===== src/hdl/ssi_pkg.sv =====
// shared types and constants for the sorted set insert block
package ssi_pkg;

  localparam int unsigned DATA_W           = 32;
  localparam int unsigned STATUS_W         = 2;
  localparam int unsigned FIELD_W          = 7;
  localparam int unsigned DEFAULT_CAPACITY = 64;

  typedef enum logic [STATUS_W-1:0] {
    ST_INSERTED = 2'd0,
    ST_PRESENT  = 2'd1,
    ST_FULL     = 2'd2
  } status_e;

  typedef enum logic [1:0] {
    S_IDLE,
    S_CMP,
    S_SCAN,
    S_WRITE
  } ssi_state_e;

  typedef struct packed {
    logic load;   // capture compare flags into the cell
    logic shift;  // move scan flags one cell towards the head
    logic write;  // insert shift of the stored values
  } ssi_ctrl_t;

endpackage


===== src/hdl/ssi_cell.sv =====
// one storage cell of the sorted chain: value, compare flags and scan flags
module ssi_cell import ssi_pkg::*; (
  input  logic                     clk_i,
  input  logic                     rst_ni,
  input  ssi_ctrl_t                ctrl_i,
  input  logic signed [DATA_W-1:0] value_i,
  input  logic                     valid_i,
  input  logic signed [DATA_W-1:0] left_val_i,
  input  logic                     left_lt_i,
  input  logic                     scan_lt_i,
  input  logic                     scan_eq_i,
  output logic signed [DATA_W-1:0] val_o,
  output logic                     lt_o,
  output logic                     scan_lt_o,
  output logic                     scan_eq_o
);

  logic signed [DATA_W-1:0] val_q;
  logic                     lt_q;
  logic                     scan_lt_q;
  logic                     scan_eq_q;
  logic                     cmp_lt;
  logic                     cmp_eq;

  // stored entry is below the incoming value
  assign cmp_lt = valid_i && (val_q < value_i);
  assign cmp_eq = valid_i && (val_q == value_i);

  always_ff @(posedge clk_i or negedge rst_ni) begin
    if (!rst_ni) begin
      lt_q      <= 1'b0;
      scan_lt_q <= 1'b0;
      scan_eq_q <= 1'b0;
    end else if (ctrl_i.load) begin
      lt_q      <= cmp_lt;
      scan_lt_q <= cmp_lt;
      scan_eq_q <= cmp_eq;
    end else if (ctrl_i.shift) begin
      scan_lt_q <= scan_lt_i;
      scan_eq_q <= scan_eq_i;
    end
  end

  // entries at or above the slot take the left neighbour, the slot takes the value
  always_ff @(posedge clk_i) begin
    if (ctrl_i.write && !lt_q) begin
      if (left_lt_i) begin
        val_q <= value_i;
      end else begin
        val_q <= left_val_i;
      end
    end
  end

  assign val_o     = val_q;
  assign lt_o      = lt_q;
  assign scan_lt_o = scan_lt_q;
  assign scan_eq_o = scan_eq_q;

endmodule


===== config.mk =====
export PLATFORM = sky130hd
export DESIGN_NAME = ssi_cell
export DESIGN_NICKNAME = d
export VERILOG_FILES = /design/src/hdl/ssi_pkg.sv /design/src/hdl/ssi_cell.sv
export SDC_FILE = /design/constraint.sdc
export NUM_CORES = 1
export LEC_CHECK = 0
export BUFFER_PORTS_ARGS = -buffer_cell sky130_fd_sc_hd__buf_2
export CORE_MARGIN = 2
export CORE_UTILIZATION = 31
export CTS_BUF_LIST = sky130_fd_sc_hd__clkbuf_16
export DETAILED_ROUTE_END_ITERATION = 8
export GPL_TIMING_DRIVEN = 0
export SLEW_MARGIN = 5
export SYNTH_ARGS = -nofsm -noshare
export SYNTH_HDL_FRONTEND = slang
export SYNTH_SLANG_ARGS = --single-unit

===== constraint.sdc =====
create_clock -name clk_i -period 2.7 [get_ports clk_i]
set_clock_uncertainty 0.1 [all_clocks]
set_input_delay 0.54 -clock clk_i [delete_from_list [all_inputs] [get_ports clk_i]]
set_output_delay 0.54 -clock clk_i [all_outputs]
set_load 0.1 [all_outputs]

==> metrics.cfg, run 1 <==
[detailed_routing]
route.detailed.drc = 0
viasPerCell = 4.524
finalWirelength_um = 5603
drtAntennaViolNets = 0
routedWlPerCell_um = 13.53
drt_iter0_drc = 57
firstDrtPassIters = 4
vias = 1873

[clock_tree]
clk_latency_ns = 0.28
ctsResizeCount = 0
cts.path.max_buffers = 2
post_cts_buffers = 0
cts_tree = built
clkSlewWorstSetupHoldPaths_ns = 0.06
clock_sinks = 35
clockRootBuffer = clkbuf_16
htreeDepth = 2
cts_made_buffers = 5

[global_routing]
antenna_found_initial = 0
grtUsageTotal = 0.1396
grt-ovfl-total = 0
grt_max_degree = 20
grt_pass1_wl_um = 9045
grt_pass1_vias = 1902

[worst_setup_path]
timing.rr.end = scan_lt_o
r2r_cells = 6
setup.worst_path.start = val_o[31]
endpoint_kind = flip-flop
reg2reg_slack_ns = 0.51
reg2reg_from = val_o[31]
critPathLaunchType = flip-flop
arrival_ns = 2.28
crit_path_max_fanout = 4
worst-setup-path-type = flip-flop to flip-flop
critPathCapture = scan_lt_o
critPathRequiredTime_ns = 2.79

[floorplan]
io_pins = 108
die_h_um = 90.72
coreArea_um2 = 7253
start_util = 0.3214
die_area_um2 = 8229
die_x_um = 90.72
fp-row-count = 31

[run]
max-cap-violations = 0

[synthesis]
ys.warnings.count = 0
syn_area_per_cell_um2 = 11.71
ys_seq_elements = 35
ys.flop_type = edfxtp_1
yosysSeqAreaShare = 0.4444
synth_area_leaders = edfxtp_1, ha_1, mux2_2, inv_1, dfrtp_1
async_flop_share = 0.08571
yosys.area.top_type_share = 0.4122
synth-edff-count = 32
synth_top_cell_by_area = edfxtp_1
netlist_instances = 199
ys_types = 33
syn_area_um2 = 2331
syn-num-nets = 304

[timing]
relSlewSlack = 0.5796
fmax_mhz = 456.6
period_minus_slack_ns = 2.190
finalCritPeriodShare = 0.8111
fin_tns_setup_ns = 0
fin_ws_ns = 0.5100
grt_setup_unrepaired = no
tightest_slew_ns = 0.6306
setup_violations = 0
slew_violations = 0
hold_viol = 0

[layout]
final_common_cell = buf_2
layout_common_cells = buf_2, inv_1, ha_1, edfxtp_1, mux2_2
finish.net_count = 419
synthToLayoutAreaGrowth_pct = 35.91
fillers = 738
drive_gt1_frac = 0.4825
fin_util = 0.4368
diodes = 0
design_area_um2 = 3168

[placement]
pre_cts_ws_ns = 0.2495
port_buffers = 106
placed_cell_area_um2 = 3020
globalplace.congestion = 0.7229
dp.final_hpwl_um = 4690

[power_and_ir_drop]
ir_worst_vdd_uv = 262.0
power.leakage_nw = 1.554
power_density_nw_per_um2 = 623.6

[status]
outcome = completed

[worst_hold_path]
hp-class = flip-flop to flip-flop

## stage by stage
stage	power, mW	instances	hold slack [ns]
after floorplan	1.274	199	0.1444
after global placement	1.428	404	0.2392
after detailed placement	1.452	405	0.2391
after CTS	2.006	414	0.4054
after global routing	2.076	414	0.4107
final	1.976	414	0.4001
## registers in the layout (all words and copies together), names as in the netlist
signal	cells
lt_o	1
scan_eq_o	1
scan_lt_o	1
val_o	32
## final cells by class
class                      count  area (um^2)  share of cell area
buffer                         4        15.01            0.004739
clock buffer                   5        125.1             0.03949
clock inverter                 3        12.51            0.003949
inverter                      33        123.9             0.03910
multi-input combinational    127         1164              0.3673
sequential                    35         1036              0.3270
tap                           99        123.9             0.03910
timing repair buffer         108        568.0              0.1793
## synthesized netlist by cell type, types with 2 or more instances
library cell  count
a21oi_1          14
buf_1             3
dfrtp_1           3
edfxtp_1         32
ha_1             32
inv_1            33
mux2_1            4
mux2_2           28
nand2_1          11
nand3_1           3
nand4_1           4
nand4_2           2
nor2_1            4
nor2b_1           2
o211ai_1          3
o21ai_0           4
## critical path, cell delays in order, from the launching register on
cell and delay [ns]:
edfxtp_1 0.39, ha_1 0.36, nand4_2 0.18, nor4_4 0.40, a221oi_1 0.16, a311o_1 0.40, o211ai_1 0.10
## worst min-delay path by stage
stage                endpoint  startpoint  cells past startpoint  slack (ns)
floorplan                lt_o      rst_ni                      0        0.14
global placement         lt_o      rst_ni                      1        0.24
detailed placement       lt_o      rst_ni                      1        0.24
CTS                 scan_eq_o   scan_eq_o                      2        0.41
global route        scan_eq_o   scan_eq_o                      2        0.41
finish              scan_eq_o   scan_eq_o                      2        0.40
## metal layers
metal / vias up / GRT usage / wire [um]
met5: - / 0 / 0
met4: 0 / 0.03077 / 26
met3: 2 / 0.04257 / 409
met2: 67 / 0.2400 / 2785
met1: 850 / 0.1716 / 2382
li1: 954 / - / -
## repair_timing
action	in CTS	in global routing
hold endpoints to repair	3	0
hold buffers	1	0
endpoints found under the setup margin	0	0
## kinds of logic (layout without fill, tap and decap cells)
group	after synthesis	count (layout)	synth area share
buffers and inverters	37	153	0.05958
and+or+nand+nor	34	34	0.09017
AOI/OAI and AO/OA	28	28	0.07515
DFF	35	35	0.4444
adders and majority gates	32	32	0.1718
muxes	33	33	0.1589
## power breakdown
group | switching [mW] | total, mW | internal (mW)
registers | 0.0293 | 0.694 | 0.665
logic | 0.553 | 0.738 | 0.186
clock network | 0.210 | 0.543 | 0.333
(Power assumes the default switching activity.)
==> run 2: changes to the inputs <==
Clock period 2.7 ns to 1.9 ns, I/O delays scaled along.
==> metrics.cfg, run 2 (synthesized netlist as in run 1, its figures left out) <==
[detailed_routing]
drt_iter0_drc = 37  ; -35%
finalWirelength_um = 5570  ; -0.59%
firstDrtPassIters = 4  ; unchanged
routedWlPerCell_um = 13.26  ; -2.0%
vias = 1915  ; +2.2%
drtAntennaViolNets = 0  ; unchanged
route.detailed.drc = 0  ; unchanged
viasPerCell = 4.560  ; +0.78%

[global_routing]
grt_pass1_wl_um = 9418  ; +4.1%
grtUsageTotal = 0.1428  ; +0.003152
grt-ovfl-total = 0  ; unchanged
grt_max_degree = 33  ; +65%
grt_pass1_vias = 2002  ; +5.3%
antenna_found_initial = 0  ; unchanged

[worst_setup_path]
crit_path_max_fanout = 2  ; -2
worst-setup-path-type = flip-flop to flip-flop
r2r_cells = 6  ; unchanged
critPathRequiredTime_ns = 1.98  ; -0.81 ns
endpoint_kind = flip-flop
critPathLaunchType = flip-flop
reg2reg_slack_ns = -0.13  ; -0.64 ns
reg2reg_from = val_o[7]
timing.rr.end = lt_o
arrival_ns = 2.12  ; -0.16 ns

[layout]
layout_common_cells = buf_2, inv_1, edfxtp_1, mux2_2, ha_1
diodes = 0  ; unchanged
finish.net_count = 425  ; +1.4%
design_area_um2 = 3293  ; +3.9%
instances_no_fill = 420  ; +1.4%
fin_util = 0.4540  ; +0.01725
drive_gt1_frac = 0.5171  ; +0.03459
largest_reg_flops = 32  ; unchanged
final_common_cell = buf_2
synthToLayoutAreaGrowth_pct = 41.28

[timing]
hold_viol = 0  ; unchanged
grt_setup_unrepaired = yes
setup_violations = 2  ; +2
hold_slack_ns = 0.2869  ; -0.1131 ns
fin_tns_setup_ns = -0.2425  ; -0.2425 ns
finalCritPeriodShare = 1.070  ; +0.2587
fin_ws_ns = -0.1326  ; -0.6426 ns
slew_violations = 0  ; unchanged
tightest_slew_ns = 0.9578  ; +0.3273 ns
fmax_mhz = 492.0  ; +7.7%
period_minus_slack_ns = 2.033  ; -0.1574 ns
relSlewSlack = 0.3601  ; -0.2195

[worst_hold_path]
whs_path_depth = 2  ; unchanged
holdCritStartpoint = left_val_i[4]
whs_endpoint = val_o[4]
hp-class = primary input to flip-flop

[floorplan]
start_util = 0.3214  ; unchanged
fp-row-count = 31  ; unchanged
die_area_um2 = 8229  ; unchanged
die_h_um = 90.72  ; unchanged
io_pins = 108  ; unchanged
coreArea_um2 = 7253  ; unchanged
die_x_um = 90.72  ; unchanged

[power_and_ir_drop]
p_total_mw = 2.850  ; +44%
ir_worst_vdd_uv = 398.3  ; +52%
power_density_nw_per_um2 = 865.4  ; +39%
power.leakage_nw = 1.567  ; +0.85%

[placement]
dp.final_hpwl_um = 4487  ; -4.3%
placed_cell_area_um2 = 3070  ; +1.7%
globalplace.congestion = 0.7700  ; +6.5%
port_buffers = 106  ; unchanged
pre_cts_ws_ns = -0.2884  ; -0.5380 ns
dp_cells = 404  ; -0.25%

[clock_tree]
clk_latency_ns = 0.27  ; about the same
clock_sinks = 35  ; unchanged
clkSlewWorstSetupHoldPaths_ns = 0.06  ; about the same
cts_made_buffers = 5  ; unchanged
cts.path.max_buffers = 2  ; unchanged
htreeDepth = 2  ; unchanged
clockRootBuffer = clkbuf_16
cts_tree = built

[run]
max-cap-violations = 0  ; unchanged

[status]
violations = setup timing
outcome = finished, violations left

==> run 2: changes by cell type in the layout (fill, tap and decap cells not counted), sizes merged <==
cell    change
inv         -1
clkinv      +1
buf         +6
==> run 2: worst max-delay path: stages, from the launching register on <==
cell and delay [ns]:
edfxtp_1 0.40, ha_1 0.33, a21oi_2 0.15, o21ai_0 0.11, a221o_1 0.33, o311a_4 0.36
o211ai_1 0.16
==> run 2: what timing repair did <==
action / CTS / global route
pin swaps: 5 / 3
hold endpoints to repair: 3 / 0
setup buffers: 4 / 3
resized for setup: 2 / 1
hold buffers: 1 / 0
endpoints found under the setup margin: 2 / 3
==> run 2: how the worst max path moves through the flow <==
stage	start	to	slack, ns
after CTS	val_o[11]	lt_o	-0.15
after floorplan	val_o[10]	lt_o	-0.58
after global routing	val_o[10]	scan_lt_o	-0.21
after global placement	value_i[26]	lt_o	-0.26
after detailed placement	value_i[25]	lt_o	-0.29
final	val_o[7]	lt_o	-0.13
==> run 2: report_power, final <==
group / internal [mW] / switching, mW
registers: 0.947 / 0.0482
logic: 0.284 / 0.796
clock network: 0.472 / 0.303
==> run 2: cell type report <==
cell class / instances / area (um^2)
tap: 99 / 123.9
sequential: 35 / 1037
inverter: 33 / 123.9
clock inverter: 3 / 11.26
multi-input combinational: 127 / 1264
clock buffer: 5 / 125.1
fill: 715 / 3960
buffer: 4 / 15.01
timing repair buffer: 114 / 593.1
==> run 2: metal layers <==
layer | share of wire | wire (um) | track usage | up-vias
met1 | 0.46 | 2542 | 0.1888 | 855
li1 | - | - | - | 972
met4 | 0.0088 | 49 | 0.04103 | 0
met5 | 0 | 0 | 0 | -
met3 | 0.093 | 517 | 0.04758 | 4
met2 | 0.44 | 2460 | 0.2220 | 84
==> run 3: changes to the inputs <==
Settings changed: BUFFER_PORTS_ARGS -buffer_cell sky130_fd_sc_hd__buf_2 to -buffer_cell sky130_fd_sc_hd__clkbuf_2.
==> metrics.cfg, run 3 (synthesized netlist as in run 1, its figures left out) <==
[status]
outcome = finished, violations left
violations = setup timing

[detailed_routing]
vias = 1893  ; -1.1%
firstDrtPassIters = 4  ; unchanged
drtAntennaViolNets = 0  ; unchanged
drt_iter0_drc = 50  ; +35%
routedWlPerCell_um = 13.02  ; -1.8%
finalWirelength_um = 5496  ; -1.3%
route.detailed.drc = 0  ; unchanged
viasPerCell = 4.486  ; -1.6%

[layout]
diodes = 0  ; unchanged
largest_reg_flops = 32  ; unchanged
drive_gt1_frac = 0.5232  ; +0.006086
synthToLayoutAreaGrowth_pct = 43.75
layout_common_cells = clkbuf_2, inv_1, edfxtp_1, mux2_2, ha_1
finish.net_count = 427  ; +0.47%
final_common_cell = clkbuf_2

[timing]
hold_viol = 0  ; unchanged
relSlewSlack = 0.3708  ; +0.01069
finalCritPeriodShare = 1.071  ; about the same
tightest_slew_ns = 0.9419  ; -0.01600 ns
slew_violations = 0  ; unchanged
fmax_mhz = 491.6  ; about the same
setup_violations = 3  ; +1
fin_ws_ns = -0.1341  ; -0.001451 ns
grt_setup_unrepaired = yes
fin_tns_setup_ns = -0.3601  ; -0.1175 ns
hold_slack_ns = 0.2900  ; +0.003059 ns
period_minus_slack_ns = 2.034  ; +0.001451 ns

[global_routing]
grt_pass1_vias = 1900  ; -5.1%
grt_pass1_wl_um = 9087  ; -3.5%
antenna_found_initial = 0  ; unchanged
grt_max_degree = 33  ; unchanged
grtUsageTotal = 0.1386  ; -0.004162
grt-ovfl-total = 0  ; unchanged

[floorplan]
start_util = 0.3214  ; unchanged
die_x_um = 90.72  ; unchanged
die_h_um = 90.72  ; unchanged
fp-row-count = 31  ; unchanged
coreArea_um2 = 7253  ; unchanged
io_pins = 108  ; unchanged
die_area_um2 = 8229  ; unchanged

[power_and_ir_drop]
clkPwrFrac = 0.307  ; +0.035
net-switching-power_mw = 1.160  ; +1.2%
p_int_mw = 1.844  ; +8.3%
ir_worst_vdd_uv = 421.9  ; +5.9%
p_sw_frac = 0.3862  ; -0.01627
pwr-share-seq = 0.332  ; -0.017
power_density_nw_per_um2 = 896.7  ; +3.6%
combPwrFrac = 0.361  ; -0.018
power.leakage_nw = 1.620  ; +3.4%

[placement]
port_buffers = 106  ; unchanged
globalplace.congestion = 0.7674  ; -0.34%
dp.final_hpwl_um = 4461  ; -0.58%

[worst_setup_path]
critPathRequiredTime_ns = 1.95  ; -0.03 ns
critPathLaunchType = flip-flop
crit_path_max_fanout = 2  ; unchanged
worst-setup-path-type = flip-flop to flip-flop
arrival_ns = 2.09  ; -0.03 ns
endpoint_kind = flip-flop

[clock_tree]
clk_latency_ns = 0.28  ; about the same
clock_sinks = 35  ; unchanged
htreeDepth = 2  ; unchanged
clockRootBuffer = clkbuf_16
cts.path.max_buffers = 2  ; unchanged
clkSlewWorstSetupHoldPaths_ns = 0.06  ; about the same
cts_tree = built
cts_made_buffers = 5  ; unchanged

[worst_hold_path]
hp-class = primary input to flip-flop

[run]
max-cap-violations = 0  ; unchanged

==> run 3: worst max-delay path, stage by stage, from the launching register on <==
cell	delay (ns)
edfxtp_1	0.44
ha_4	0.30
nand4_1	0.12
or4_4	0.57
a21oi_4	0.14
o311a_4	0.17
o211ai_1	0.08
==> run 3: power by group through the flow <==
stage / clock (mW) / combinational (mW) / sequential [mW]
global route: 0.983 / 1.17 / 1.01
floorplan: 0 / 0.289 / 1.55
global placement: 0 / 1.05 / 1.01
CTS: 0.956 / 1.08 / 1.00
detailed placement: 0 / 1.06 / 1.02
finish: 0.922 / 1.08 / 0.998
==> run 3: area by class of cell <==
type	count	area, um^2
plain buffers	4	15.01
clock buffers	5	125.1
clock inverters	3	38.79
fillers	703	3902
inverters	33	123.9
multi-input cells	127	1275
flip-flops and latches	35	1037
well taps	99	123.9
repair buffers	116	611.8
==> run 3: through the flow <==
stage / instances / utilization / total power, mW / cell area (um^2) / worst slack (ns)
after detailed placement: 404 / 0.4233 / 2.075 / 3070 / -0.2814
after global routing: 422 / 0.4620 / 3.156 / 3351 / -0.2402
final: 422 / 0.4620 / 3.004 / 3351 / -0.1341
after global placement: 404 / 0.4233 / 2.061 / 3070 / -0.2647
after CTS: 418 / 0.4552 / 3.035 / 3302 / -0.1546
after floorplan: 199 / - / 1.836 / 2416 / -0.5784
==> run 3: final timing paths <==
path / from / to / slack (ns) / cells after the start
max in group asynchronous: rst_ni / lt_o / 1.23 / 2
min reg2reg: scan_eq_o / scan_eq_o / 0.42 / 2
max reg2reg: val_o[10] / lt_o / -0.13 / 6
min: left_val_i[3] / val_o[3] / 0.29 / 2
min in group asynchronous: rst_ni / lt_o / 0.35 / 2
max: val_o[10] / lt_o / -0.13 / 6
==> run 3: routing by layer <==
layer,vias up,track usage,share of wire
met5,-,0,0
met4,0,0.03846,0.010
met3,4,0.05342,0.095
met2,84,0.2158,0.43
met1,834,0.1791,0.46
li1,971,-,-
==> run 3: timing repair <==
action / 4_1_cts / 5_1_grt
hold buffers: 1 / 0
endpoints found under the setup margin: 3 / 3
pin swaps: 5 / 4
resized for setup: 2 / 4
endpoints found under the hold margin: 3 / 0
setup buffers: 5 / 4
